### src/design/awg_pkg.sv
// Shared types, register map, wave codes and the sine table entry function
// for the audio waveform generator. Depends on nothing.
`timescale 1ns / 1ps

package awg_pkg;

   // Register map: word index is paddr[3:2]
   localparam int CSR_ADDR_W = 4;

   localparam logic [1:0] REG_WAVE_TYPE  = 2'd0;
   localparam logic [1:0] REG_VOLUME     = 2'd1;
   localparam logic [1:0] REG_PHASE_STEP = 2'd2;
   localparam logic [1:0] REG_PERIOD     = 2'd3;

   localparam logic [2:0] WAVE_SILENCE  = 3'd0;
   localparam logic [2:0] WAVE_SINE     = 3'd1;
   localparam logic [2:0] WAVE_SQUARE   = 3'd2;
   localparam logic [2:0] WAVE_TRIANGLE = 3'd3;
   localparam logic [2:0] WAVE_SAWTOOTH = 3'd4;
   localparam logic [2:0] WAVE_NOISE    = 3'd5;

   localparam logic [16:0] VOLUME_RESET     = 17'd65536;
   localparam logic [16:0] VOL_FULL         = 17'd65536;
   localparam logic [31:0] PHASE_STEP_RESET = 32'd97391549;
   localparam logic [15:0] PERIOD_RESET     = 16'd44;
   localparam logic [15:0] PERIOD_MIN       = 16'd4;

   localparam logic [31:0] LFSR_MASK  = 32'h8020_0003;
   localparam logic [31:0] NOISE_SEED = 32'h0000_0001;
   localparam logic [15:0] ROUND_Q16  = 16'h8000;
   localparam logic [29:0] ROUND_Q30  = 30'h2000_0000;

   // Ramp divisor is twice (ramp length - 1), which always fits 17 bits
   localparam int DIVISOR_W = 17;

   localparam logic [63:0] PI_Q30  = 64'd3373259426;
   localparam logic [63:0] ONE_Q30 = 64'd1073741824;

   typedef struct packed {
      logic [2:0]  wave_type;
      logic [16:0] volume;
      logic [31:0] phase_step;
      logic [15:0] period;
   } cfg_type;

   typedef enum logic [3:0] {
      ST_IDLE,
      ST_SAW_CHECK,
      ST_SAW_MOD,
      ST_TRI_CHECK,
      ST_TRI_MOD,
      ST_SINE_READ,
      ST_SINE_MUL,
      ST_NOISE_MUL,
      ST_RAMP_MUL,
      ST_RAMP_DIV,
      ST_RAMP_WAIT,
      ST_EMIT
   } state_type;

   typedef struct packed {
      logic load;
      logic saw_direct;
      logic saw_mod_start;
      logic saw_mod_take;
      logic tri_direct;
      logic tri_mod_start;
      logic tri_mod_take;
      logic rom_read;
      logic sine_mul;
      logic noise_mul;
      logic ramp_mul;
      logic ramp_div_start;
      logic emit;
   } dp_cmd_type;

   typedef struct packed {
      logic       saw_in_range;
      logic       tri_in_range;
      logic       div_busy;
      logic       out_free;
      logic [2:0] wave_type;
   } dp_status_type;

   // One Q30 sine value for a phase t in 2^-32 turns: fold to the first
   // quadrant, then Taylor series to x^13. Evaluated at elaboration only.
   function automatic logic signed [31:0] sine_entry(input logic [63:0] t_in);
      logic [63:0]        t;
      logic [63:0]        x;
      logic [63:0]        x2;
      logic [63:0]        term;
      logic signed [63:0] sum;
      logic               neg;
      neg = (t_in >= 64'h8000_0000);
      t = t_in & 64'h7FFF_FFFF;
      if (t > ONE_Q30) begin
         t = 64'h8000_0000 - t;
      end
      x = (t * PI_Q30) >> 31;
      x2 = (x * x) >> 30;
      term = x;
      sum = $signed(x);
      term = ((term * x2) >> 30) / 64'd6;
      sum = sum - $signed(term);
      term = ((term * x2) >> 30) / 64'd20;
      sum = sum + $signed(term);
      term = ((term * x2) >> 30) / 64'd42;
      sum = sum - $signed(term);
      term = ((term * x2) >> 30) / 64'd72;
      sum = sum + $signed(term);
      term = ((term * x2) >> 30) / 64'd110;
      sum = sum - $signed(term);
      term = ((term * x2) >> 30) / 64'd156;
      sum = sum + $signed(term);
      if (sum < 0) begin
         sum = '0;
      end
      if (sum > $signed(ONE_Q30)) begin
         sum = $signed(ONE_Q30);
      end
      return neg ? 32'(-sum) : 32'(sum);
   endfunction

endpackage

### src/design/awg_ctrl.sv
// Sequencer of the waveform generator: steps the datapath through one
// sample word at a time. Depends on awg_pkg.
`timescale 1ns / 1ps

module awg_ctrl import awg_pkg::*; (
   input  logic          clock,
   input  logic          reset,
   input  logic          req_valid,
   output logic          req_ready,
   input  dp_status_type status,
   output dp_cmd_type    cmd
);

   state_type state_ff, state_in;
   state_type wave_state;

   // Pick the wave-specific step once both ramp positions are reduced
   always_comb begin
      case (status.wave_type)
         WAVE_SINE:     wave_state = ST_SINE_READ;
         WAVE_NOISE:    wave_state = ST_NOISE_MUL;
         WAVE_TRIANGLE: wave_state = ST_RAMP_MUL;
         WAVE_SAWTOOTH: wave_state = ST_RAMP_MUL;
         default:       wave_state = ST_EMIT;
      endcase
   end

   always_comb begin
      state_in = state_ff;
      case (state_ff)
         ST_IDLE: begin
            if (req_valid) begin
               state_in = ST_SAW_CHECK;
            end
         end
         ST_SAW_CHECK: begin
            state_in = status.saw_in_range ? ST_TRI_CHECK : ST_SAW_MOD;
         end
         ST_SAW_MOD: begin
            if (!status.div_busy) begin
               state_in = ST_TRI_CHECK;
            end
         end
         ST_TRI_CHECK: begin
            state_in = status.tri_in_range ? wave_state : ST_TRI_MOD;
         end
         ST_TRI_MOD: begin
            if (!status.div_busy) begin
               state_in = wave_state;
            end
         end
         ST_SINE_READ: state_in = ST_SINE_MUL;
         ST_SINE_MUL:  state_in = ST_EMIT;
         ST_NOISE_MUL: state_in = ST_EMIT;
         ST_RAMP_MUL:  state_in = ST_RAMP_DIV;
         ST_RAMP_DIV:  state_in = ST_RAMP_WAIT;
         ST_RAMP_WAIT: begin
            if (!status.div_busy) begin
               state_in = ST_EMIT;
            end
         end
         ST_EMIT: begin
            if (status.out_free) begin
               state_in = ST_IDLE;
            end
         end
         default: state_in = ST_IDLE;
      endcase
   end

   always_comb begin
      cmd       = '0;
      req_ready = 1'b0;
      case (state_ff)
         ST_IDLE: begin
            req_ready = 1'b1;
            cmd.load  = req_valid;
         end
         ST_SAW_CHECK: begin
            cmd.saw_direct    = status.saw_in_range;
            cmd.saw_mod_start = !status.saw_in_range;
         end
         ST_SAW_MOD:   cmd.saw_mod_take = !status.div_busy;
         ST_TRI_CHECK: begin
            cmd.tri_direct    = status.tri_in_range;
            cmd.tri_mod_start = !status.tri_in_range;
         end
         ST_TRI_MOD:   cmd.tri_mod_take = !status.div_busy;
         ST_SINE_READ: cmd.rom_read = 1'b1;
         ST_SINE_MUL:  cmd.sine_mul = 1'b1;
         ST_NOISE_MUL: cmd.noise_mul = 1'b1;
         ST_RAMP_MUL:  cmd.ramp_mul = 1'b1;
         ST_RAMP_DIV:  cmd.ramp_div_start = 1'b1;
         ST_EMIT:      cmd.emit = status.out_free;
         default:      cmd = '0;
      endcase
   end

   always_ff @(posedge clock) begin
      if (reset) begin
         state_ff <= ST_IDLE;
      end else begin
         state_ff <= state_in;
      end
   end

endmodule

### config.mk
export PLATFORM = sky130hd
export DESIGN_NAME = awg_ctrl
export DESIGN_NICKNAME = d
export VERILOG_FILES = /design/src/design/awg_pkg.sv /design/src/design/awg_ctrl.sv
export SDC_FILE = /design/constraint.sdc
export NUM_CORES = 1
export LEC_CHECK = 0
export ABC_AREA = 1
export ABC_CLOCK_PERIOD_IN_PS = 2800
export BUFFER_PORTS_ARGS = -buffer_cell sky130_fd_sc_hd__buf_2
export CAP_MARGIN = 25
export CORE_AREA = 5 5 42 44
export DETAILED_ROUTE_END_ITERATION = 16
export DIE_AREA = 0 0 47 49
export PLACE_DENSITY = 0.67
export SETUP_SLACK_MARGIN = 0.15
export SKIP_CTS_REPAIR_TIMING = 1
export SKIP_LAST_GASP = 1
export SLEW_MARGIN = 0
export SYNTH_ARGS = -nofsm -noshare
export SYNTH_HDL_FRONTEND = slang
export SYNTH_SLANG_ARGS = --single-unit
### constraint.sdc
create_clock -name clock -period 2.8 [get_ports clock]
set_input_delay 0.56 -clock clock [delete_from_list [all_inputs] [get_ports clock]]
set_output_delay 0.56 -clock clock [all_outputs]
set_load 0.05 [all_outputs]
-- After elaboration in Yosys (flattened, before gate mapping)
Cells that the tools add are included.
- input port bits: 10
- logic and storage cells: 49
- bits in registers: 4
- output and inout port bits: 14
- equality and inequality tests: 20
- reductions and logical operators: 7
- mux-type cells: 21
- operators by type and width (kind ; number):
    4-bit case mux with 11 select lines ; 1
    4-bit 2-to-1 mux ; 6
    4-bit by 3-bit equality test with 1-bit output, second input constant ; 4
    4-bit equality test, second input constant ; 4
    4-bit case mux with 3 select lines ; 1
    1-bit 2-to-1 mux ; 11
    2-bit != test, second input constant ; 5
    4-bit by 2-bit equality test with 1-bit output, second input constant ; 2
    3-bit equality test, second input constant ; 2
    5-bit AND reduction ; 1
    4-bit by 1-bit equality test with 1-bit output, second input constant ; 1
    4-bit logical NOT ; 1
    2-bit 2-to-1 mux ; 2
    2-bit OR reduction ; 2
    3-bit by 1-bit equality test with 1-bit output, second input constant ; 1
    3-bit by 2-bit equality test with 1-bit output, second input constant ; 1
    1-bit logical NOT ; 3

-- Longest topological paths before layout
Gate-level depths: netlist of the first run.
- depth after elaboration: 5
- gate-level depth with buffers: 9

-- Worst setup path after synthesis of the first run
OpenSTA, ideal clock, no wires.
- kind: input-to-output
- start point: in req_valid
- end point: out cmd[12] (netlist name)
- path buffers: 0
- arrival: 1.693 ns
- stages on the path: 2
- required time: 2.240 ns
- path slack: 0.547 ns
- cell sequence: inv_1 > nor3_1
- RTL lines (what ; RTL line ; source):
    from (decl) ; awg_ctrl.sv:8 ; input logic req_valid,
    to (decl) ; awg_ctrl.sv:11 ; output dp_cmd_type cmd

==> impl_metrics.tcl, run 1 <==
set metrics [dict create \
    place.gp.congestion 0.845 \
    rsz0062_at_grt "no" \
    fin_worst_skew_ns 0.00652 \
    row_count 14 \
    core_um2 1400 \
    globalRoute.totalOverflow 0 \
    p_sw_frac 0.600 \
    dp_slack_ns 1.06 \
    whs_ns 0.526 \
    largest_reg_flops 4 \
    grt_first_pass_wirelength_um 2280 \
    r2r-end "state_ff[3]$_SDFFE_PP0P_" \
    combinationalPowerShare 0.713 \
    yosysWarnings 0 \
    netlist_area_um2 503 \
    placed_area_um2 627 \
    finalNetCount 127 \
    clkSinkCount 4 \
    outcome "complete, no violations" \
    tns_ns 0 \
    power.switching_uw 374 \
    synth_cell_type_count 17 \
    routedWlPerCell_um 10.2 \
    die_h_um 49 \
    root_buffer "clkbuf_4" \
    nFillCells 155 \
    worstSetupStartpointType "flip-flop" \
    firstDrtPassIters 4 \
    regMostFlops "state_ff" \
    avgSynthCellArea_um2 5.59 \
    finalCritPeriodShare 0.712 \
    clock_path_buffers 2 \
    seq_area_um2 80.1 \
    power_frac_seq 0.176 \
    worstPathArrival_ns 1.43 \
    finalWorstSetupSlack_ns 0.805 \
    reg.largest.list "state_ff: 4 flops" \
    drt-initial-drc-count 7 \
    drive_gt1_frac 0.391 \
    netlist_instances 90 \
    total_power_uw 624 \
    fmax_mhz 501 \
    io_pins 24 \
    hold_viol 0 \
    multi_input_area_um2 355 \
    initial_core_util 0.359 \
    critical_path_class "reg2out" \
    remaining_drc_errors 0 \
    rr_startpoint "state_ff[1]$_SDFFE_PP0P_" \
    wirelength_um 1340 \
    drv_cap 0 \
    cts-buffers-inserted 3 \
    postLayoutCellArea_um2 649 \
    syn-num-nets 100 \
    leakagePower_nw 0.396 \
    grt_pass1_vias 574 \
    routed_via_density 4.89 \
    final_cell_mix "nand2_1 (23), buf_2 (23), nor2_1 (12)" \
    required_ns 2.24 \
    hold_class "in2reg" \
    critPathCapture "cmd[0]" \
    cellInternalPower_uw 250 \
    ys_ff_latch 4 \
    syn2layout_area_growth_pct 29.1 \
    clkTransAtPathRegs_ns 0.04 \
    tightestPinTransition_ns 0.402 \
    dp.cells 128 \
    period_minus_slack_ns 1.99 \
    final_cells 131 \
    clkPwrFrac 0.112 \
    insertion_delay_ns 0.23 \
    grt_max_degree 9 \
    max_slew_margin 0.731 \
    tritoncts "yes" \
    setup_violations 0 \
    dieArea_um2 2300 \
    final_util 0.463 \
    endpoint_kind "primary output" \
    portBuffers 23 \
    grtUsageTotal 0.131 \
    die_x_um 47 \
    crit_fanout 4 \
    diodes 0 \
    ant_nets 0 \
    slew_viol_final 0 \
    htreeDepth 1 \
    ys_seq_area_frac 0.159 \
    reg2regPathDepth 7 \
    dp_hpwl_um 1160 \
    ir_worst_vdd_mv 0.560 \
    r2r_slack_ns 1.38 \
    critPathLaunch "state_ff[3]$_SDFFE_PP0P_" \
    power_density_nw_per_um2 961 \
    route.vias.total 640 \
    antenna_found_initial 0 \
]
[worst max-delay path: stages, from the launching register on]
cell,delay (ns)
dfxtp_1,0.39
inv_1,0.09
nor2_1,0.16
inv_1,0.11
nor3_1,0.16
buf_2,0.30
[how the worst min path moves through the flow]
| stage | cells after the start | end | slack [ns] | startpoint |
|---|---|---|---|---|
| 2_1_floorplan | 3 | state_ff[1]$_SDFFE_PP0P_ | 0.58 | state_ff[1]$_SDFFE_PP0P_ |
| 3_3_place_gp | 2 | state_ff[1]$_SDFFE_PP0P_ | 0.64 | state_ff[1]$_SDFFE_PP0P_ |
| 3_5_place_dp | 2 | state_ff[1]$_SDFFE_PP0P_ | 0.65 | state_ff[1]$_SDFFE_PP0P_ |
| 4_1_cts | 2 | state_ff[1]$_SDFFE_PP0P_ | 0.52 | reset |
| 5_1_grt | 2 | state_ff[0]$_SDFFE_PP0P_ | 0.53 | reset |
| 6_report | 2 | state_ff[1]$_SDFFE_PP0P_ | 0.53 | reset |
[cell families (layout without fill, tap and decap cells)]
family,after synthesis,after routing,synth area share
buf+inv,16,41,0.134
compound gates,10,10,0.109
simple gates,60,60,0.597
flops,4,4,0.159
[Yosys cell counts (all sizes together)]
cell type  count  area share
buf            1       0.022
nor2          20        0.21
or2            1       0.012
inv           15        0.11
nand3          6       0.060
o21ai          4       0.040
nor3           4       0.040
dfxtp          4        0.16
a21oi          4       0.040
nand2         29        0.28
o211ai         1       0.015
o31ai          1       0.015
[cell type report]
type / count / share of cell area
Multi-Input combinational cell: 70 / 0.547
Timing Repair Buffer: 23 / 0.177
Sequential cell: 4 / 0.123
Inverter: 15 / 0.0867
Clock buffer: 3 / 0.0347
Tap cell: 16 / 0.0308
[power by group through the flow]
stage	clock network, mW	registers [mW]	logic (mW)
floorplan	0	0.0883	0.398
global placement	0	0.108	0.444
detailed placement	0	0.110	0.446
CTS	0.0715	0.109	0.448
global route	0.0790	0.112	0.490
finish	0.0698	0.110	0.445
[routing by layer]
metal,vias up,part of all wire,GRT usage
li1,328,-,-
met1,292,0.39,0.145
met2,18,0.55,0.238
met3,2,0.055,0.0111
met4,0,0.013,0.0553
met5,-,0,0
Power figures use the tool's default switching activity.
==> run 2, diff against run 1 <==
- ABC_CLOCK_PERIOD_IN_PS: 2800 -> 1900
- clock period: 2.8 -> 1.9 ns (I/O delays scaled with it)
==> run 2 against run 1 <==
Effect of this change:
- clock skew barely moved
- register-to-register slack got worse by 0.74 ns
- worst setup slack worse by 0.58 ns
- via count shrank 0.78%
- critical path depth fell by 1
- clock-buffer cell count stayed put
- first-iteration DRC count up 86%
- flip-flop and latch count did not move
- critical path type unchanged
==> impl_metrics.tcl, run 2 (same netlist as run 1, synthesis figures left out) <==
set metrics [dict create \
    root_buffer "clkbuf_4" \
    r2r-end "state_ff[3]$_SDFFE_PP0P_" \
    hold_class "in2reg" \
    ant_nets 0 \
    place.gp.congestion 0.814 \
    grtUsageTotal 0.141 \
    portBuffers 23 \
    finalCritPeriodShare 0.879 \
    drive_gt1_frac 0.452 \
    routed_via_density 4.85 \
    remaining_drc_errors 0 \
    required_ns 1.52 \
    diodes 0 \
    core_um2 1400 \
    worstPathArrival_ns 1.29 \
    reg2regPathDepth 7 \
    period_minus_slack_ns 1.67 \
    fin_worst_skew_ns 0.00671 \
    dp_slack_ns 0.329 \
    drv_cap 0 \
    routedWlPerCell_um 10.9 \
    rr_startpoint "state_ff[1]$_SDFFE_PP0P_" \
    dieArea_um2 2300 \
    initial_core_util 0.359 \
    slew_viol_final 0 \
    regMostFlops "state_ff" \
    die_x_um 47 \
    route.vias.total 635 \
    firstDrtPassIters 4 \
    r2r_slack_ns 0.64 \
    rsz0062_at_grt "yes" \
    drt-initial-drc-count 13 \
    ir_worst_vdd_mv 0.661 \
    finalNetCount 127 \
    insertion_delay_ns 0.24 \
    grt_pass1_vias 592 \
    globalRoute.totalOverflow 0 \
    hold_depth 2 \
    outcome "complete, no violations" \
    clock_path_buffers 2 \
    max_slew_margin 0.830 \
    die_h_um 49 \
    clkTransAtPathRegs_ns 0.04 \
    fmax_mhz 599 \
    final_common_cell "nand2_1" \
    largest_reg_flops 4 \
    min-delay-start "reset" \
    tightestPinTransition_ns 0.253 \
    wirelength_um 1420 \
    reg.largest.list "state_ff: 4 flops" \
    leakagePower_nw 0.397 \
    holdPathEnd "state_ff[2]$_SDFFE_PP0P_" \
    finalWorstSetupSlack_ns 0.229 \
    grt_max_degree 9 \
    htreeDepth 1 \
    endpoint_kind "primary output" \
    worstSetupStartpointType "flip-flop" \
    whs_ns 0.347 \
    final_util 0.489 \
    setup_violations 0 \
    antenna_found_initial 0 \
    hold_viol 0 \
    power_density_nw_per_um2 1400 \
    syn2layout_area_growth_pct 36.3 \
    crit_fanout 5 \
    nFillCells 164 \
    tritoncts "yes" \
    final_cell_mix "nand2_1 (23), buf_2 (17), inv_1 (11), nor2_1 (11), nor2_2 (7)" \
    total_power_uw 961 \
    cts-buffers-inserted 3 \
    row_count 14 \
    clkSinkCount 4 \
    grt_first_pass_wirelength_um 2440 \
    critical_path_class "reg2out" \
    dp_hpwl_um 1180 \
    io_pins 24 \
]
==> run 2: how the worst max path moves through the flow <==
stage          slack [ns]   endpoint                     start  cells past startpoint
3_3_place_gp         0.38     cmd[8]  state_ff[1]$_SDFFE_PP0P_                      5
4_1_cts              0.08     cmd[8]  state_ff[1]$_SDFFE_PP0P_                      5
2_1_floorplan       -0.14     cmd[0]  state_ff[3]$_SDFFE_PP0P_                      4
6_report             0.23  req_ready  state_ff[3]$_SDFFE_PP0P_                      4
5_1_grt              0.13     cmd[8]  state_ff[1]$_SDFFE_PP0P_                      5
3_5_place_dp         0.33     cmd[8]  state_ff[1]$_SDFFE_PP0P_                      5
==> run 2: critical path: stages, from the launching register on <==
cell and delay [ns]:
dfxtp_1 0.33, nor2_2 0.23, inv_2 0.12, nor2_4 0.10
buf_2 0.27
==> run 2: power breakdown <==
part           internal (mW)  total, mW  switching [mW]
Sequential             0.114      0.169          0.0544
Clock                 0.0707      0.106          0.0352
Combinational          0.202      0.687           0.484
==> run 2: layout make-up <==
cell class | count | area, um2 | area share
tap | 16 | 20.0 | 0.0292
sequential | 4 | 83.8 | 0.122
timing repair buffer | 23 | 130 | 0.190
inverter | 15 | 56.3 | 0.0821
clock buffer | 3 | 22.5 | 0.0328
multi-input combinational | 70 | 373 | 0.544
==> run 2: metal layers <==
layer / vias up / track usage / part of all wire
met5: - / 0 / 0
met2: 23 / 0.226 / 0.53
li1: 327 / - / -
met3: 2 / 0.0148 / 0.077
met4: 0 / 0.0737 / 0.011
met1: 283 / 0.176 / 0.38
==> run 2: stage by stage <==
stage | TNS, ns | std cells | area (um2)
after floorplan | -0.277 | 90 | 513
after global placement | 0 | 128 | 637
after detailed placement | 0 | 128 | 637
after CTS | 0 | 131 | 659
after global routing | 0 | 131 | 686
final | 0 | 131 | 686
==> run 3, diff against run 2 <==
- CELL_PAD_IN_SITES_DETAIL_PLACEMENT: unset -> 0
- CELL_PAD_IN_SITES_GLOBAL_PLACEMENT: unset -> 1
- CORE_AREA: 5 5 42 44 -> unset
- CORE_MARGIN: unset -> 5
- CORE_UTILIZATION: unset -> 28
- DIE_AREA: 0 0 47 49 -> unset
- PLACE_DENSITY: 0.67 -> 0.81
==> run 3 against run 2 <==
Effect of this change:
- combinational power hardly changed
- sequential power fell by 4%
- critical path depth grew 1
- routed wire length grew 5.3%
- clock power is 8% higher
- power grew 0.46%
- clock skew grew 0.0042 ns
- register-to-register slack lost 0.05 ns
- critical path type unchanged
- largest cell class unchanged
- largest power group unchanged
==> impl_metrics.tcl, run 3 (same netlist as run 1, synthesis figures left out) <==
set metrics [dict create \
    portBuffers 23 \
    r2r-end "state_ff[1]$_SDFFE_PP0P_" \
    initial_core_util 0.291 \
    firstDrtPassIters 4 \
    holdPathEnd "state_ff[1]$_SDFFE_PP0P_" \
    routed_via_density 4.58 \
    cts-buffers-inserted 3 \
    grtUsageTotal 0.116 \
    finalCritPeriodShare 0.886 \
    place.gp.congestion 0.893 \
    hold_class "in2reg" \
    hold_depth 2 \
    clock_path_buffers 2 \
    whs_ns 0.335 \
    antenna_found_initial 0 \
    dp_slack_ns 0.352 \
    reg.largest.list "state_ff: 4 flops" \
    route.vias.total 641 \
    drv_cap 0 \
    clkSinkCount 4 \
    fin_worst_skew_ns 0.0110 \
    grt_pass1_vias 606 \
    outcome "complete, no violations" \
    remaining_drc_errors 0 \
    use_met1 0.136 \
    slowest_delay_ns 0.44 \
    regMostFlops "state_ff" \
    diodes 0 \
    critPathTopFamily "flip-flops" \
    drive_gt1_frac 0.435 \
    drt-initial-drc-count 12 \
    slew_viol_final 0 \
    final_common_cell "nand2_1" \
    die_x_um 52.4 \
    grt_first_pass_wirelength_um 2390 \
    ant_nets 0 \
    globalRoute.totalOverflow 0 \
    fmax_mhz 594 \
    largest_reg_flops 4 \
    core_um2 1730 \
    die_h_um 52.4 \
    worstSetupStartpointType "flip-flop" \
    endpoint_kind "primary output" \
    r2r_slack_ns 0.59 \
    finalNetCount 127 \
    hold_viol 0 \
    worstPathArrival_ns 1.30 \
    tightestPinTransition_ns 0.252 \
    total_power_uw 965 \
    use_met2 0.209 \
    rsz0062_at_grt "no" \
    final_cell_mix "nand2_1 (23), buf_2 (16), nor2_1 (12)" \
    root_buffer "clkbuf_4" \
    critical_path_class "reg2out" \
    rr_startpoint "state_ff[1]$_SDFFE_PP0P_" \
    io_pins 24 \
    row_count 15 \
    grt-busiest-layer "met2" \
    critPathMostFrequentCell "inv_1" \
    cp_slowest_cell "dfxtp_2" \
    grt_max_degree 9 \
    syn2layout_area_growth_pct 37.6 \
    final_cells 140 \
    finalWorstSetupSlack_ns 0.216 \
    dp_hpwl_um 1230 \
    max_slew_margin 0.831 \
    dp.cells 137 \
    ir_worst_vdd_mv 0.661 \
    period_minus_slack_ns 1.68 \
    wirelength_um 1500 \
    reg2regPathDepth 8 \
    htreeDepth 1 \
    clkTransAtPathRegs_ns 0.04 \
    use_met3 0.00285 \
    power_density_nw_per_um2 1400 \
    setup_violations 0 \
    insertion_delay_ns 0.25 \
    crit_fanout 8 \
    min-delay-start "reset" \
    dieArea_um2 2740 \
    routedWlPerCell_um 10.7 \
    path_buf_inv 3 \
    tritoncts "yes" \
    leakagePower_nw 0.397 \
    crit_chain "nand2_4 > inv_1 > nand3_1 > inv_1 > buf_2" \
    required_ns 1.52 \
]
## run 3: changes by cell type in the layout (fill, tap and decap cells not counted), sizes merged
cell / before / now
buf: 20 / 19
clkbuf: 6 / 7
## run 3: power by group
| part | total (mW) | internal, mW | leakage [nW] | switching [mW] |
|---|---|---|---|---|
| clock network | 0.114 | 0.0712 | 0.0138 | 0.0433 |
| logic | 0.689 | 0.204 | 0.349 | 0.485 |
| registers | 0.162 | 0.112 | 0.0341 | 0.0501 |
## run 3: per-layer routing
layer | vias up | routed length, um
met5 | - | 0
met4 | 0 | 25
met3 | 3 | 82
met2 | 26 | 744
met1 | 282 | 645
li1 | 330 | -
## run 3: worst max path at each step
stage	from	end	slack [ns]	depth (start not counted)
finish	state_ff[1]$_SDFFE_PP0P_	cmd[8]	0.22	5
global route	state_ff[3]$_SDFFE_PP0P_	req_ready	0.16	4
CTS	state_ff[1]$_SDFFE_PP0P_	cmd[8]	0.09	5
detailed placement	state_ff[1]$_SDFFE_PP0P_	cmd[8]	0.35	5
global placement	state_ff[1]$_SDFFE_PP0P_	cmd[8]	0.38	5
floorplan	state_ff[3]$_SDFFE_PP0P_	cmd[0]	-0.14	4
## run 3: worst register-to-register path: stages, from the launching register on
cell and delay (ns):
dfxtp_2 0.44, inv_2 0.09, nand2_4 0.12, nor2_2 0.06, nor2_2 0.11, nor2_2 0.07
nor2_4 0.11, nand2_1 0.08, a21oi_1 0.14
## run 3: layout make-up
class                      instances  area (um2)
sequential                         4        83.8
tap                               25        31.3
clock buffer                       3        22.5
timing repair buffer              23         133
multi-input combinational         70         365
inverter                          15        56.3
fill                             208        1030
## run 3: through the flow
step	area [um2]	TNS (ns)	utilization
after detailed placement	648	0	0.375
final	692	0	0.401
after global routing	692	0	0.401
after floorplan	513	-0.277	-
after CTS	671	0	0.388
after global placement	648	0	0.375
