File: config.mk
export PLATFORM = sky130hd
export DESIGN_NAME = awg_csr
export DESIGN_NICKNAME = d
export VERILOG_FILES = /design/src/design/awg_pkg.sv /design/src/design/awg_csr.sv
export SDC_FILE = /design/constraint.sdc
export NUM_CORES = 1
export LEC_CHECK = 0
export BUFFER_PORTS_ARGS = -buffer_cell sky130_fd_sc_hd__buf_2
export CORE_ASPECT_RATIO = 1.4
export CORE_MARGIN = 2
export CORE_UTILIZATION = 35
export CTS_BUF_LIST = sky130_fd_sc_hd__clkbuf_16
export CTS_CLUSTER_DIAMETER = 100
export DETAILED_ROUTE_END_ITERATION = 8
export SLEW_MARGIN = 20
export SYNTH_ARGS = -nofsm -noshare
export SYNTH_HDL_FRONTEND = slang
export SYNTH_SLANG_ARGS = --single-unit
File: constraint.sdc
create_clock -name clock -period 2.6 [get_ports clock]
set_input_delay 0 -clock clock [delete_from_list [all_inputs] [get_ports clock]]
set_output_delay 0 -clock clock [all_outputs]
set_load 0.01 [all_outputs]
File: src/design/awg_pkg.sv
// Shared types, register map, wave codes and the sine table entry function
// for the audio waveform generator. Depends on nothing.
`timescale 1ns / 1ps

package awg_pkg;

   // Register map: word index is paddr[3:2]
   localparam int CSR_ADDR_W = 4;

   localparam logic [1:0] REG_WAVE_TYPE  = 2'd0;
   localparam logic [1:0] REG_VOLUME     = 2'd1;
   localparam logic [1:0] REG_PHASE_STEP = 2'd2;
   localparam logic [1:0] REG_PERIOD     = 2'd3;

   localparam logic [2:0] WAVE_SILENCE  = 3'd0;
   localparam logic [2:0] WAVE_SINE     = 3'd1;
   localparam logic [2:0] WAVE_SQUARE   = 3'd2;
   localparam logic [2:0] WAVE_TRIANGLE = 3'd3;
   localparam logic [2:0] WAVE_SAWTOOTH = 3'd4;
   localparam logic [2:0] WAVE_NOISE    = 3'd5;

   localparam logic [16:0] VOLUME_RESET     = 17'd65536;
   localparam logic [16:0] VOL_FULL         = 17'd65536;
   localparam logic [31:0] PHASE_STEP_RESET = 32'd97391549;
   localparam logic [15:0] PERIOD_RESET     = 16'd44;
   localparam logic [15:0] PERIOD_MIN       = 16'd4;

   localparam logic [31:0] LFSR_MASK  = 32'h8020_0003;
   localparam logic [31:0] NOISE_SEED = 32'h0000_0001;
   localparam logic [15:0] ROUND_Q16  = 16'h8000;
   localparam logic [29:0] ROUND_Q30  = 30'h2000_0000;

   // Ramp divisor is twice (ramp length - 1), which always fits 17 bits
   localparam int DIVISOR_W = 17;

   localparam logic [63:0] PI_Q30  = 64'd3373259426;
   localparam logic [63:0] ONE_Q30 = 64'd1073741824;

   typedef struct packed {
      logic [2:0]  wave_type;
      logic [16:0] volume;
      logic [31:0] phase_step;
      logic [15:0] period;
   } cfg_type;

   typedef enum logic [3:0] {
      ST_IDLE,
      ST_SAW_CHECK,
      ST_SAW_MOD,
      ST_TRI_CHECK,
      ST_TRI_MOD,
      ST_SINE_READ,
      ST_SINE_MUL,
      ST_NOISE_MUL,
      ST_RAMP_MUL,
      ST_RAMP_DIV,
      ST_RAMP_WAIT,
      ST_EMIT
   } state_type;

   typedef struct packed {
      logic load;
      logic saw_direct;
      logic saw_mod_start;
      logic saw_mod_take;
      logic tri_direct;
      logic tri_mod_start;
      logic tri_mod_take;
      logic rom_read;
      logic sine_mul;
      logic noise_mul;
      logic ramp_mul;
      logic ramp_div_start;
      logic emit;
   } dp_cmd_type;

   typedef struct packed {
      logic       saw_in_range;
      logic       tri_in_range;
      logic       div_busy;
      logic       out_free;
      logic [2:0] wave_type;
   } dp_status_type;

   // One Q30 sine value for a phase t in 2^-32 turns: fold to the first
   // quadrant, then Taylor series to x^13. Evaluated at elaboration only.
   function automatic logic signed [31:0] sine_entry(input logic [63:0] t_in);
      logic [63:0]        t;
      logic [63:0]        x;
      logic [63:0]        x2;
      logic [63:0]        term;
      logic signed [63:0] sum;
      logic               neg;
      neg = (t_in >= 64'h8000_0000);
      t = t_in & 64'h7FFF_FFFF;
      if (t > ONE_Q30) begin
         t = 64'h8000_0000 - t;
      end
      x = (t * PI_Q30) >> 31;
      x2 = (x * x) >> 30;
      term = x;
      sum = $signed(x);
      term = ((term * x2) >> 30) / 64'd6;
      sum = sum - $signed(term);
      term = ((term * x2) >> 30) / 64'd20;
      sum = sum + $signed(term);
      term = ((term * x2) >> 30) / 64'd42;
      sum = sum - $signed(term);
      term = ((term * x2) >> 30) / 64'd72;
      sum = sum + $signed(term);
      term = ((term * x2) >> 30) / 64'd110;
      sum = sum - $signed(term);
      term = ((term * x2) >> 30) / 64'd156;
      sum = sum + $signed(term);
      if (sum < 0) begin
         sum = '0;
      end
      if (sum > $signed(ONE_Q30)) begin
         sum = $signed(ONE_Q30);
      end
      return neg ? 32'(-sum) : 32'(sum);
   endfunction

endpackage

File: src/design/awg_csr.sv
// APB-style configuration registers of the waveform generator.
// Depends on awg_pkg.
`timescale 1ns / 1ps

module awg_csr import awg_pkg::*; (
   input  logic                  clock,
   input  logic                  reset,
   input  logic                  psel,
   input  logic                  penable,
   input  logic                  pwrite,
   input  logic [CSR_ADDR_W-1:0] paddr,
   input  logic [31:0]           pwdata,
   output logic [31:0]           prdata,
   output logic                  pready,
   output cfg_type               cfg
);

   logic [2:0]  wave_type_ff, wave_type_in;
   logic [16:0] volume_ff, volume_in;
   logic [31:0] phase_step_ff, phase_step_in;
   logic [15:0] period_ff, period_in;
   logic        wr_en;
   logic [1:0]  reg_idx;

   assign pready  = 1'b1;
   assign reg_idx = paddr[3:2];
   assign wr_en   = psel && penable && pwrite && pready;

   always_comb begin
      wave_type_in  = wave_type_ff;
      volume_in     = volume_ff;
      phase_step_in = phase_step_ff;
      period_in     = period_ff;
      if (wr_en) begin
         case (reg_idx)
            REG_WAVE_TYPE:  wave_type_in  = pwdata[2:0];
            REG_VOLUME:     volume_in     = pwdata[16:0];
            REG_PHASE_STEP: phase_step_in = pwdata;
            REG_PERIOD:     period_in     = pwdata[15:0];
            default:        period_in     = period_ff;
         endcase
      end
   end

   always_ff @(posedge clock) begin
      if (reset) begin
         wave_type_ff  <= WAVE_SILENCE;
         volume_ff     <= VOLUME_RESET;
         phase_step_ff <= PHASE_STEP_RESET;
         period_ff     <= PERIOD_RESET;
      end else begin
         wave_type_ff  <= wave_type_in;
         volume_ff     <= volume_in;
         phase_step_ff <= phase_step_in;
         period_ff     <= period_in;
      end
   end

   always_comb begin
      case (reg_idx)
         REG_WAVE_TYPE:  prdata = 32'(wave_type_ff);
         REG_VOLUME:     prdata = 32'(volume_ff);
         REG_PHASE_STEP: prdata = phase_step_ff;
         REG_PERIOD:     prdata = 32'(period_ff);
         default:        prdata = '0;
      endcase
   end

   assign cfg.wave_type  = wave_type_ff;
   assign cfg.volume     = volume_ff;
   assign cfg.phase_step = phase_step_ff;
   assign cfg.period     = period_ff;

endmodule

# Yosys cells after proc, flatten, opt, wreduce, memory -nomap -nowiden
# Cells that the tools add are included.
# Widths: inputs -> output; s select.
# totals
reg_bits,68
in_bits,41
# classes
eq_ne,3
muxes,1
reduce_logical,7
# ops
cell,count
$pmux 32 s4,1
$reduce_and 2->1,4
$eq 2x2->1 const B,2
$eq 2x1->1 const B,1
$logic_and 1x1->1,2
$logic_not 2->1,1

# Logic depth before layout (Yosys ltp)
# Gate-level depths: netlist of the first run.
# logic_depth
depth_word,3
ltp_mapped,6
mapped_depth_nobuf,3

# Worst setup path after synthesis of the first run
# Ideal clock, no wire load.
# synth_path
path_kind,input-to-reg
start,in pwrite
end,reg phase_step_ff[12]
setup_ns,0.120
arrival_ns,0.827
path_slack_ns,1.654
path_stages,5
n_path_buf,2
cell_sequence,and3_1 -> buf_4 -> nand2_2 -> buf_6 -> a211o_1
# synth_via
elab_chain_len,2
# synth_rtl
element,line_no,source
start: declaration,awg_csr.sv:10,"input logic pwrite,"
$logic_and 1x1->1,awg_csr.sv:27,assign wr_en = psel && penable && pwrite && pready;
$reduce_and 2->1 (no line),n/a,
end signal: assignment,awg_csr.sv:54,phase_step_ff <= phase_step_in;
end: declaration,awg_csr.sv:20,"logic [31:0] phase_step_ff, phase_step_in;"
# Every way passes these cells.
# A chain may end at the register's enable or synchronous reset.

# Final worst setup path of the first run
# layout_path
start,reg period_ff[0]
end,out prdata[0]
# layout_via
elab_chain_len,1
# layout_rtl
element,line_no,source
start: declaration,awg_csr.sv:21,"logic [15:0] period_ff, period_in;"
start signal: assignment,awg_csr.sv:55,period_ff <= period_in;
$pmux 32 s4,awg_csr.sv:60,case (reg_idx)
end: declaration,awg_csr.sv:13,"output logic [31:0] prdata,"
# Every way passes these cells.

==> results of run 1 <==
==> worst max path at each step <==
stage	startpoint	end	slack, ps	cells past startpoint
after floorplan	pwrite	phase_step_ff[12]	1650	5
after global placement	paddr[2]	phase_step_ff[9]	1070	5
after detailed placement	paddr[2]	phase_step_ff[9]	1050	5
after CTS	period_ff[0]	prdata[0]	1320	2
after global routing	period_ff[0]	prdata[0]	1280	2
final	period_ff[0]	prdata[0]	1340	2
==> critical path, stage by stage (launching register included) <==
cell     delay [ps]
dfxtp_1         320
mux4_2          460
buf_2           150
==> sequential cells by signal, indices dropped and copies added (netlist names) <==
register       flops
wave_type_ff       3
period_ff         16
volume_ff         17
phase_step_ff     32
==> routing by layer <==
layer,up-vias,routed length [um],global-route usage (%)
li1,1434,-,-
met1,1357,3760,20.6
met2,83,4670,31.3
met3,12,400,3.14
met4,0,167,7.34
met5,-,0,0
==> power by group <==
group          internal [mW]  switching [mW]
registers               1.06          0.0114
clock network          0.621           0.414
logic                  0.136           0.126
total                   1.82           0.551
==> stage by stage <==
step | utilization (%) | setup WS [ps] | area (um^2) | total power, mW
floorplan | - | 1650 | 3290 | 1.24
global placement | 43.8 | 1070 | 3970 | 1.32
detailed placement | 43.8 | 1050 | 3970 | 1.32
CTS | 49.9 | 1320 | 4530 | 2.40
global route | 49.9 | 1280 | 4530 | 2.47
finish | 49.9 | 1340 | 4530 | 2.37
==> cells in the final DEF, fill, tap and decap left out, types with 11 or more instances in the layout <==
master         instances
and3_1                15
o21ai_1               11
nand4b_1              11
dlygate4sd3_1         31
and2_1                16
buf_2                138
a211o_1               13
dfxtp_1               68
nand2b_1              62
a22o_1                14
mux2i_1               44
mux2_2                13
nor2_1                12
==> layout make-up <==
cell class | instances | area (um^2)
timing repair buffer | 176 | 1050
multi-input combinational | 222 | 1740
fill | 864 | 4550
sequential | 68 | 1360
clock buffer | 9 | 225
clock inverter | 6 | 25.0
tap | 107 | 134
==> what timing repair did <==
action,CTS,global route
endpoints found under the hold margin,55,0
hold buffers,31,0
setup endpoints to repair,0,0
==> cell families (layout without fill, tap and decap cells) <==
| kind of cell | count (synthesis) | count (layout) | share of synthesized area [%] |
|---|---|---|---|
| other cells | 1 | 1 | 0.114 |
| flops | 68 | 68 | 41.4 |
| mux | 60 | 60 | 19.9 |
| compound gates | 38 | 38 | 8.86 |
| simple gates | 123 | 123 | 23.7 |
| buf+inv | 31 | 191 | 6.09 |
==> metrics.csv, run 1 <==
stage;metric;value;unit
synthesis;most frequent cell after synthesis;dfxtp_1;
floorplanning;io pins;142;
sta;Worst Skew;0;ps
sta;Max Clock Freq;0.792;GHz
sta;Fin. Hold Viols;0;
synthesis;number of enable flip-flop cells after synthesis;0;
clock_network;Root Buffer;clkbuf_16;
floorplanning;chip width;85.9;um
global_route;gr usage total;17.7;%
clock_network;Num CTS Buffers;9;
sta;Hold Slack;34.1;ps
sta;RSZ-0062 raised after global routing;no;
routing;Via density;4.91;
clock_network;post_cts resized;0;
routing;final antenna-violating net count;0;
global_route;initial antenna violation count;0;
routing;post-route DRC violation count;0;
synthesis;syn nets;362;
synthesis;mapped cell area;0.00329;mm^2
worst_setup_path;Worst R2R End;phase_step_ff[0];
clock_network;clk slew on worst S/H paths;50;ps
worst_setup_path;critical path type;reg -> out;
min_path;HP Start;pwdata[1];
sta;endpoints failing setup;0;
global_route;number of global-route vias before repair;2847;
sta;Setup Total Neg Slack;0;ps
clock_network;clk buf depth;2;
worst_setup_path;worst reg-to-reg path cell count;1;
synthesis;Seq/Total Area, Yosys;41.4;%
worst_setup_path;critical path capture point type;output pin;
worst_setup_path;reg2reg setup slack;1910;ps
layout;Finished Layout Cells;588;
synthesis;post-synth top area share;41.4;%
synthesis;async set-reset flop share out of synthesis;0;%
global_route;first-pass GRT wire length;14200;um
synthesis;top cells by area, synth;dfxtp_1 41%, mux2i_1 13%, nand2b_1 12%;
layout;share of layout cells above drive strength 1;37.0;%
min_path;Hold WC Path Type;in -> reg;
routing;DR WL/cell;15.3;um
routing;Routed WL;9000;um
sta;Max Slew Vio Count;0;
floorplanning;Rows;41;
routing;routed vias;2886;
global_route;largest net degree at the start of global routing;61;
floorplanning;Die ar.;0.0102;mm^2
synthesis;synth warn;0;
synthesis;Mapped Cells;321;
clock_network;CTS tree;yes;
place;post-DP HPWL;5760;um
routing;DRT Pass-1 Iters;4;
synthesis;Top FF cell, synth;dfxtp_1;
pwr;worst vdd ir;0.304;mV
layout;Area Overhead vs Synth;37.8;%
clock_network;Clock Latency Late Sink;320;ps
layout;nets;518;
layout;# diodes;0;
worst_setup_path;crit path max fanout;3;
clock_network;H-tree levels;3;
synthesis;synth unique cells;23;
sta;Tcrit/Tclk final;48.6;%
floorplanning;Initial Utilization;36.2;%
worst_setup_path;Reg2Reg Launch Point;phase_step_ff[0];
floorplanning;die span in y;119;um
synthesis;Syn Area/Cell;10.2;um^2
synthesis;Yosys top cell by area;dfxtp_1;
clock_network;CTS sink count;68;
place;cell count after placement;542;
pwr;PD cells;522;mW/mm^2
place;# port buffers;138;
worst_setup_path;Worst setup SP type;flop;
min_path;WHS Endpoint;wave_type_ff[1];
worst_setup_path;worst path arrival time;1260;ps
sta;relative slew slack;44.3;%
min_path;worst hold path depth;3;
worst_setup_path;critical path data required time;2600;ps
synthesis;number of synthesized register bits;68;
global_route;Congestion Overflow GR;0;
floorplanning;area of the core;0.00908;mm^2
synthesis;Post-synth top cells;68 x dfxtp_1, 62 x nand2b_1, 44 x mux2i_1;
flow_run;max-cap violations;0;
place;GP Congestion;0.744;
sta;Final min period;1260;ps
clock_network;Post-CTS Setup Inserts;0;
sta;worst-margin pin slew;836;ps
routing;DRT iter0 DRCs;86;
run_status;outcome;complete, no violations;
pwr;Pleak;2.23;nW
Power figures use the tool's default switching activity.
==> inputs of run 2 (changes only) <==
- ABC_AREA: unset -> 1
- clock period: 2.6 -> 1.3 ns (I/O delays scaled with it)
==> run 2 against run 1 <==
Global-route usage up 2.8 points. Sequential power up 100%. Combinational power up 140%. Register-to-register slack worse by 1200 ps. Sequential cell count unchanged. Non-clock buffer count up 3. Total power up 110%. Count of clock-buffer cells in the layout unchanged. Core utilization up 2.3 points. Critical path type unchanged.
==> metrics.csv, run 2 <==
stage;metric;value;unit;change
worst_setup_path;Worst setup SP type;flop;;unchanged
synthesis;most frequent cell after synthesis;nand2_1;;was dfxtp_1
synthesis;Syn Area/Cell;6.34;um^2;was 10.2 um^2
clock_network;CTS sink count;68;;unchanged
worst_setup_path;critical path depth;3;;was 2
layout;biggest regs;phase_step_ff (32), volume_ff (17), period_ff (16);;unchanged
floorplanning;chip width;84.1;um;was 85.9 um
sta;RSZ-0062 raised after global routing;no;;unchanged
pwr;worst vdd ir;0.797;mV;was 0.304 mV
synthesis;Seq/Total Area, Yosys;43.3;%;was 41.4%
layout;most common cell after layout, fill and taps aside;nand2_1;;was buf_2
clock_network;CTS tree;yes;;unchanged
synthesis;number of enable flip-flop cells after synthesis;0;;unchanged
clock_network;clk slew on worst S/H paths;50;ps;about the same
worst_setup_path;Reg2Reg Launch Point;volume_ff[16];;was phase_step_ff[0]
worst_setup_path;highest-delay cell along the critical path;dfxtp_1;;was mux4_2
min_path;worst hold path depth;5;;was 3
floorplanning;die span in y;116;um;was 119 um
routing;post-route DRC violation count;0;;unchanged
worst_setup_path;crit path max fanout;3;;unchanged
layout;Area Overhead vs Synth;43.8;%;was 37.8%
synthesis;syn nets;537;;was 362
synthesis;synth warn;0;;unchanged
layout;most frequent cells in the layout;147 x nand2_1, 138 x buf_2, 113 x nor2_1, 82 x nand3_1, 68 x dfxtp_1;;was 138 x buf_2, 68 x dfxtp_1, 62 x nand2b_1, 44 x mux2i_1, 31 x dlygate4sd3_1
sta;endpoints failing setup;0;;unchanged
clock_network;CTS Hold Bufs;24;;was 31
sta;Max Slew Vio Count;0;;unchanged
clock_network;Clock Latency Late Sink;330;ps;was 320 ps
floorplanning;Die ar.;0.00978;mm^2;was 0.0102 mm^2
clock_network;post_cts resized;0;;unchanged
sta;Fin. Hold Viols;0;;unchanged
synthesis;Post-synth top cells;147 x nand2_1, 113 x nor2_1, 82 x nand3_1;;was 68 x dfxtp_1, 62 x nand2b_1, 44 x mux2i_1
synthesis;async set-reset flop share out of synthesis;0;%;unchanged
place;post-DP HPWL;6790;um;was 5760 um
global_route;first-pass GRT wire length;16000;um;was 14200 um
synthesis;Yosys top cell by area;dfxtp_1;;unchanged
sta;Max Clock Freq;0.959;GHz;
layout;final core utilization;52.3;%;was 49.9%
clock_network;Root Buffer;clkbuf_16;;unchanged
worst_setup_path;critical path's largest stage delay;360;ps;was 460 ps
sta;Final min period;1040;ps;
layout;share of layout cells above drive strength 1;26.4;%;was 37.0%
worst_setup_path;worst reg-to-reg path cell count;2;;was 1
routing;Routed WL;9850;um;was 9000 um
place;GP Congestion;0.783;;was 0.744
floorplanning;Initial Utilization;36.3;%;was 36.2%
flow_run;max-cap violations;0;;unchanged
routing;Via density;4.65;;was 4.91
global_route;initial antenna violation count;0;;unchanged
routing;DRT Pass-1 Iters;4;;unchanged
worst_setup_path;CP bufs+invs;1;;unchanged
floorplanning;io pins;142;;unchanged
worst_setup_path;worst-path cell chain;nand2_1 > nand4_1 > buf_2;;was mux4_2 > buf_2
sta;Setup Total Neg Slack;0;ps;unchanged
synthesis;post-synth top area share;43.3;%;was 41.4%
pwr;PD cells;1080;mW/mm^2;was 522 mW/mm^2
routing;DRT iter0 DRCs;144;;was 86
clock_network;H-tree levels;3;;unchanged
layout;nets;698;;was 518
sta;Tcrit/Tclk final;80.2;%;
synthesis;top cells by area, synth;dfxtp_1 43%, nand2_1 18%, nor2_1 13%;;was dfxtp_1 41%, mux2i_1 13%, nand2b_1 12%
global_route;number of global-route vias before repair;3279;;was 2847
worst_setup_path;critical path type;reg -> out;;unchanged
layout;max FFs per register;32;;unchanged
sta;Worst Skew;0;ps;unchanged
place;# port buffers;138;;unchanged
layout;# diodes;0;;unchanged
synthesis;Mapped Cells;496;;was 321
worst_setup_path;worst path arrival time;1040;ps;was 1260 ps
global_route;gr usage total;20.5;%;was 17.7%
routing;final antenna-violating net count;0;;unchanged
min_path;HP Start;pwdata[28];;was pwdata[1]
worst_setup_path;critical path data required time;1300;ps;was 2600 ps
synthesis;mapped cell area;0.00315;mm^2;was 0.00329 mm^2
floorplanning;Rows;40;;was 41
sta;Hold Slack;2.01;ps;was 34.1 ps
layout;largest reg by FF count;phase_step_ff;;unchanged
run_status;outcome;complete, no violations;;unchanged
worst_setup_path;critical path capture point type;output pin;;unchanged
floorplanning;area of the core;0.00866;mm^2;was 0.00908 mm^2
global_route;largest net degree at the start of global routing;33;;was 61
worst_setup_path;cell family with most CP delay;flip-flops;;was multiplexers
routing;routed vias;3563;;was 2886
clock_network;clk buf depth;2;;unchanged
synthesis;number of synthesized register bits;68;;unchanged
pwr;Pleak;2.42;nW;was 2.23 nW
synthesis;Top FF cell, synth;dfxtp_1;;unchanged
min_path;Hold WC Path Type;in -> reg;;unchanged
clock_network;Post-CTS Setup Inserts;0;;unchanged
synthesis;synth unique cells;16;;was 23
worst_setup_path;Setup crit start;wave_type_ff[2];;was period_ff[0]
routing;DR WL/cell;12.8;um;was 15.3 um
clock_network;Num CTS Buffers;9;;unchanged
global_route;Congestion Overflow GR;0;;unchanged
-- run 2: report_power, final --
group | total, mW | internal [mW] | leakage (nW) | switching (mW)
clock | 2.09 | 1.24 | 0.136 | 0.850
combinational | 0.627 | 0.270 | 1.73 | 0.357
sequential | 2.17 | 2.13 | 0.551 | 0.0348
total | 4.89 | 3.65 | 2.42 | 1.24
-- run 2: cells by family (layout without fill, tap and decap cells) --
kind of cell	after synthesis	after routing	share of synthesized area [%]
and+or+nand+nor	352	352	46.5
buffers and inverters	74	240	9.94
DFF	68	68	43.3
other	1	1	0.119
AOI/OAI and AO/OA	1	1	0.159
-- run 2: per-stage QoR --
step / std cells / setup WS, ps / area [um^2] / total power [mW]
final: 767 / 257 / 4530 / 4.89
after global routing: 767 / 178 / 4530 / 5.11
after CTS: 767 / 240 / 4530 / 4.93
after detailed placement: 727 / 225 / 4030 / 2.79
after global placement: 727 / 269 / 4030 / 2.78
after floorplan: 496 / 465 / 3150 / 2.52
-- run 2: worst paths after layout --
| kind | endpoint | slack [ps] |
|---|---|---|
| max | prdata[2] | 260 |
| min | phase_step_ff[28] | 2 |
| max reg2reg | volume_ff[16] | 670 |
| min reg2reg | phase_step_ff[23] | 480 |
-- run 2: routing by layer --
layer / up-vias / wire length, um / track usage [%]
met3: 12 / 502 / 3.46
met1: 1607 / 4190 / 24.1
li1: 1835 / - / -
met5: - / 0 / 0
met2: 109 / 4970 / 36.9
met4: 0 / 182 / 8.17
-- run 2: tightest hold or removal path, stage by stage --
cell and delay, ps:
buf_2 80, inv_1 30, nand3_1 60, nand2_1 40, nor2_1 70
-- run 2: layout make-up --
cell class	instances	area, um^2
Timing Repair Buffer	179	1130
Clock inverter	7	27.5
Clock buffer	9	225
Fill cell	908	4130
Inverter	45	169
Multi-Input combinational cell	354	1480
Tap cell	105	131
Sequential cell	68	1360
==> inputs of run 3 (changes only) <==
- ABC_AREA: 1 -> 0
- clock period: 1.3 -> 0.91 ns (I/O delays scaled with it)
==> run 3 against run 2 <==
The flow now finishes with violations (setup timing). Cell count fell by 16%. Largest cell class is now non-clock buffers. Global-route usage fell by 1.3 points. Clock power rose by 58%. Sequential share of layout area fell by 4.6 points. Combinational power rose by 55%. Via count fell by 12%. Non-clock buffer count rose by 51. Clock skew did not move. Worst setup slack got worse by 630 ps. First-iteration DRC count fell by 28%. Sequential power rose by 41%. Critical path depth fell by 1.
==> metrics.csv, run 3 (synthesis results as in run 1) <==
stage;metric;value;unit;change
layout;max FFs per register;32;;unchanged
worst_setup_path;worst-path cell chain;mux4_2 > buf_6;;was nand2_1 > nand4_1 > buf_2
routing;DR WL/cell;15.6;um;was 12.8 um
routing;Via density;4.87;;was 4.65
worst_setup_path;Worst setup SP type;flop;;unchanged
layout;most common cell after layout, fill and taps aside;buf_2;;was nand2_1
run_status;failing checks;setup timing;;
worst_setup_path;highest-delay cell along the critical path;mux4_2;;was dfxtp_1
sta;RSZ-0062 raised after global routing;yes;;was no
routing;DRT iter0 DRCs;104;;was 144
floorplanning;Initial Utilization;36.2;%;was 36.3%
sta;Final min period;1280;ps;
place;# port buffers;138;;unchanged
sta;Worst Skew;0;ps;unchanged
min_path;worst hold path depth;3;;was 5
sta;Tcrit/Tclk final;141;%;
sta;Fin. Hold Viols;0;;unchanged
layout;post-route cell area;0.00560;mm^2;was 0.00453 mm^2
sta;Setup WS post-layout;-371;ps;was 257 ps
worst_setup_path;critical path capture point type;output pin;;unchanged
clock_network;CTS sink count;68;;unchanged
worst_setup_path;critical path's largest stage delay;490;ps;was 360 ps
global_route;largest net degree at the start of global routing;57;;was 33
pwr;Pleak;2.68;nW;was 2.42 nW
routing;Routed WL;10000;um;was 9850 um
routing;DRT Pass-1 Iters;4;;unchanged
place;GP Congestion;0.783;;about the same
run_status;outcome;finished with violations;;was complete, no violations
worst_setup_path;critical path data required time;910;ps;was 1300 ps
layout;# diodes;0;;unchanged
clock_network;clk slew on worst S/H paths;60;ps;was 50 ps
global_route;Congestion Overflow GR;0;;unchanged
sta;endpoints failing setup;19;;was 0
layout;most frequent cells in the layout;89 x buf_2, 79 x buf_6, 62 x nand2b_1, 55 x dfxtp_2, 44 x mux2i_1;;was 147 x nand2_1, 138 x buf_2, 113 x nor2_1, 82 x nand3_1, 68 x dfxtp_1
global_route;first-pass GRT wire length;15400;um;was 16000 um
sta;Max Clock Freq;0.781;GHz;
floorplanning;Rows;41;;was 40
clock_network;Num CTS Buffers;9;;unchanged
place;post-placement cell area;0.00438;mm^2;was 0.00403 mm^2
floorplanning;die span in y;119;um;was 116 um
worst_setup_path;critical path type;reg -> out;;unchanged
worst_setup_path;worst path arrival time;1280;ps;was 1040 ps
routing;post-route DRC violation count;0;;unchanged
global_route;initial antenna violation count;0;;unchanged
floorplanning;area of the core;0.00908;mm^2;was 0.00866 mm^2
layout;Fillers;761;;was 908
sta;Max Slew Vio Count;0;;unchanged
global_route;number of global-route vias before repair;3187;;was 3279
floorplanning;Die ar.;0.0102;mm^2;was 0.00978 mm^2
floorplanning;chip width;85.9;um;was 84.1 um
pwr;PD cells;1310;mW/mm^2;was 1080 mW/mm^2
clock_network;Clock Latency Late Sink;320;ps;was 330 ps
clock_network;CTS tree;yes;;unchanged
layout;Area Overhead vs Synth;70.4;%;was 43.8%
layout;nets;572;;was 698
clock_network;Root Buffer;clkbuf_16;;unchanged
floorplanning;io pins;142;;unchanged
clock_network;clk buf depth;2;;unchanged
layout;share of layout cells above drive strength 1;56.0;%;was 26.4%
routing;final antenna-violating net count;0;;unchanged
global_route;gr usage total;19.1;%;was 20.5%
worst_setup_path;crit path max fanout;2;;was 3
worst_setup_path;worst reg-to-reg path cell count;4;;was 2
min_path;Hold WC Path Type;in -> reg;;unchanged
clock_network;H-tree levels;3;;unchanged
sta;Setup Total Neg Slack;-5260;ps;was 0 ps
flow_run;max-cap violations;0;;unchanged
layout;biggest regs;phase_step_ff (32), volume_ff (17), period_ff (16);;unchanged
routing;routed vias;3133;;was 3563
pwr;worst vdd ir;0.909;mV;was 0.797 mV
place;post-DP HPWL;6620;um;was 6790 um
layout;largest reg by FF count;phase_step_ff;;unchanged
==> run 3: timing repair <==
action                                  4_1_cts  5_1_grt
hold buffers                                 29        0
endpoints found under the setup margin       43       66
pin swaps                                     2        1
cloned                                        0        0
hold endpoints to repair                     50        0
resized for setup                            64       91
setup buffers                                14        4
==> run 3: area by class of cell <==
cell class                 instances  area, um^2  share of cell area [%]
clock buffer                       9         225                    4.02
clock inverter                     7        58.8                    1.05
multi-input combinational        222        1800                    32.0
sequential                        68        1430                    25.5
tap                              107         134                    2.39
timing repair buffer             230        1960                    35.0
==> run 3: power by group <==
part | leakage [nW] | switching [mW] | total, mW | internal [mW]
registers | 0.565 | 0.0313 | 3.06 | 3.03
logic | 1.98 | 0.412 | 0.971 | 0.559
clock network | 0.141 | 1.23 | 3.30 | 2.08
==> run 3: per-layer routing <==
layer	track usage [%]	wire (um)	vias to the layer above
met5	0	0	-
met4	7.64	189	0
met3	4.47	498	13
met2	34.0	5290	94
met1	21.5	4020	1486
li1	-	-	1540
==> run 3: stage by stage <==
step | cells | total power [mW] | setup WS [ps] | hold WS (ps) | util [%]
2_1_floorplan | 321 | 3.54 | 10.7 | 166 | -
3_3_place_gp | 583 | 3.87 | -121 | 273 | 48.2
3_5_place_dp | 583 | 3.87 | -129 | 278 | 48.2
4_1_cts | 642 | 7.36 | -380 | 9.27 | 57.8
5_1_grt | 643 | 7.64 | -405 | 32.3 | 61.7
6_report | 643 | 7.34 | -371 | 19.6 | 61.7
==> run 3: final timing paths <==
check	slack [ps]	from	end
worst min-delay path	20	pwdata[6]	phase_step_ff[6]
worst max register to register	50	period_ff[2]	period_ff[2]
worst min register to register	460	phase_step_ff[26]	phase_step_ff[26]
worst max-delay path	-370	period_ff[2]	prdata[2]
==> run 3: critical path, delay by kind of cell, from the launching register on <==
family | cells | cell delay, ps
multiplexers | 1 | 490
flip-flops | 1 | 330
buffers and inverters | 1 | 140
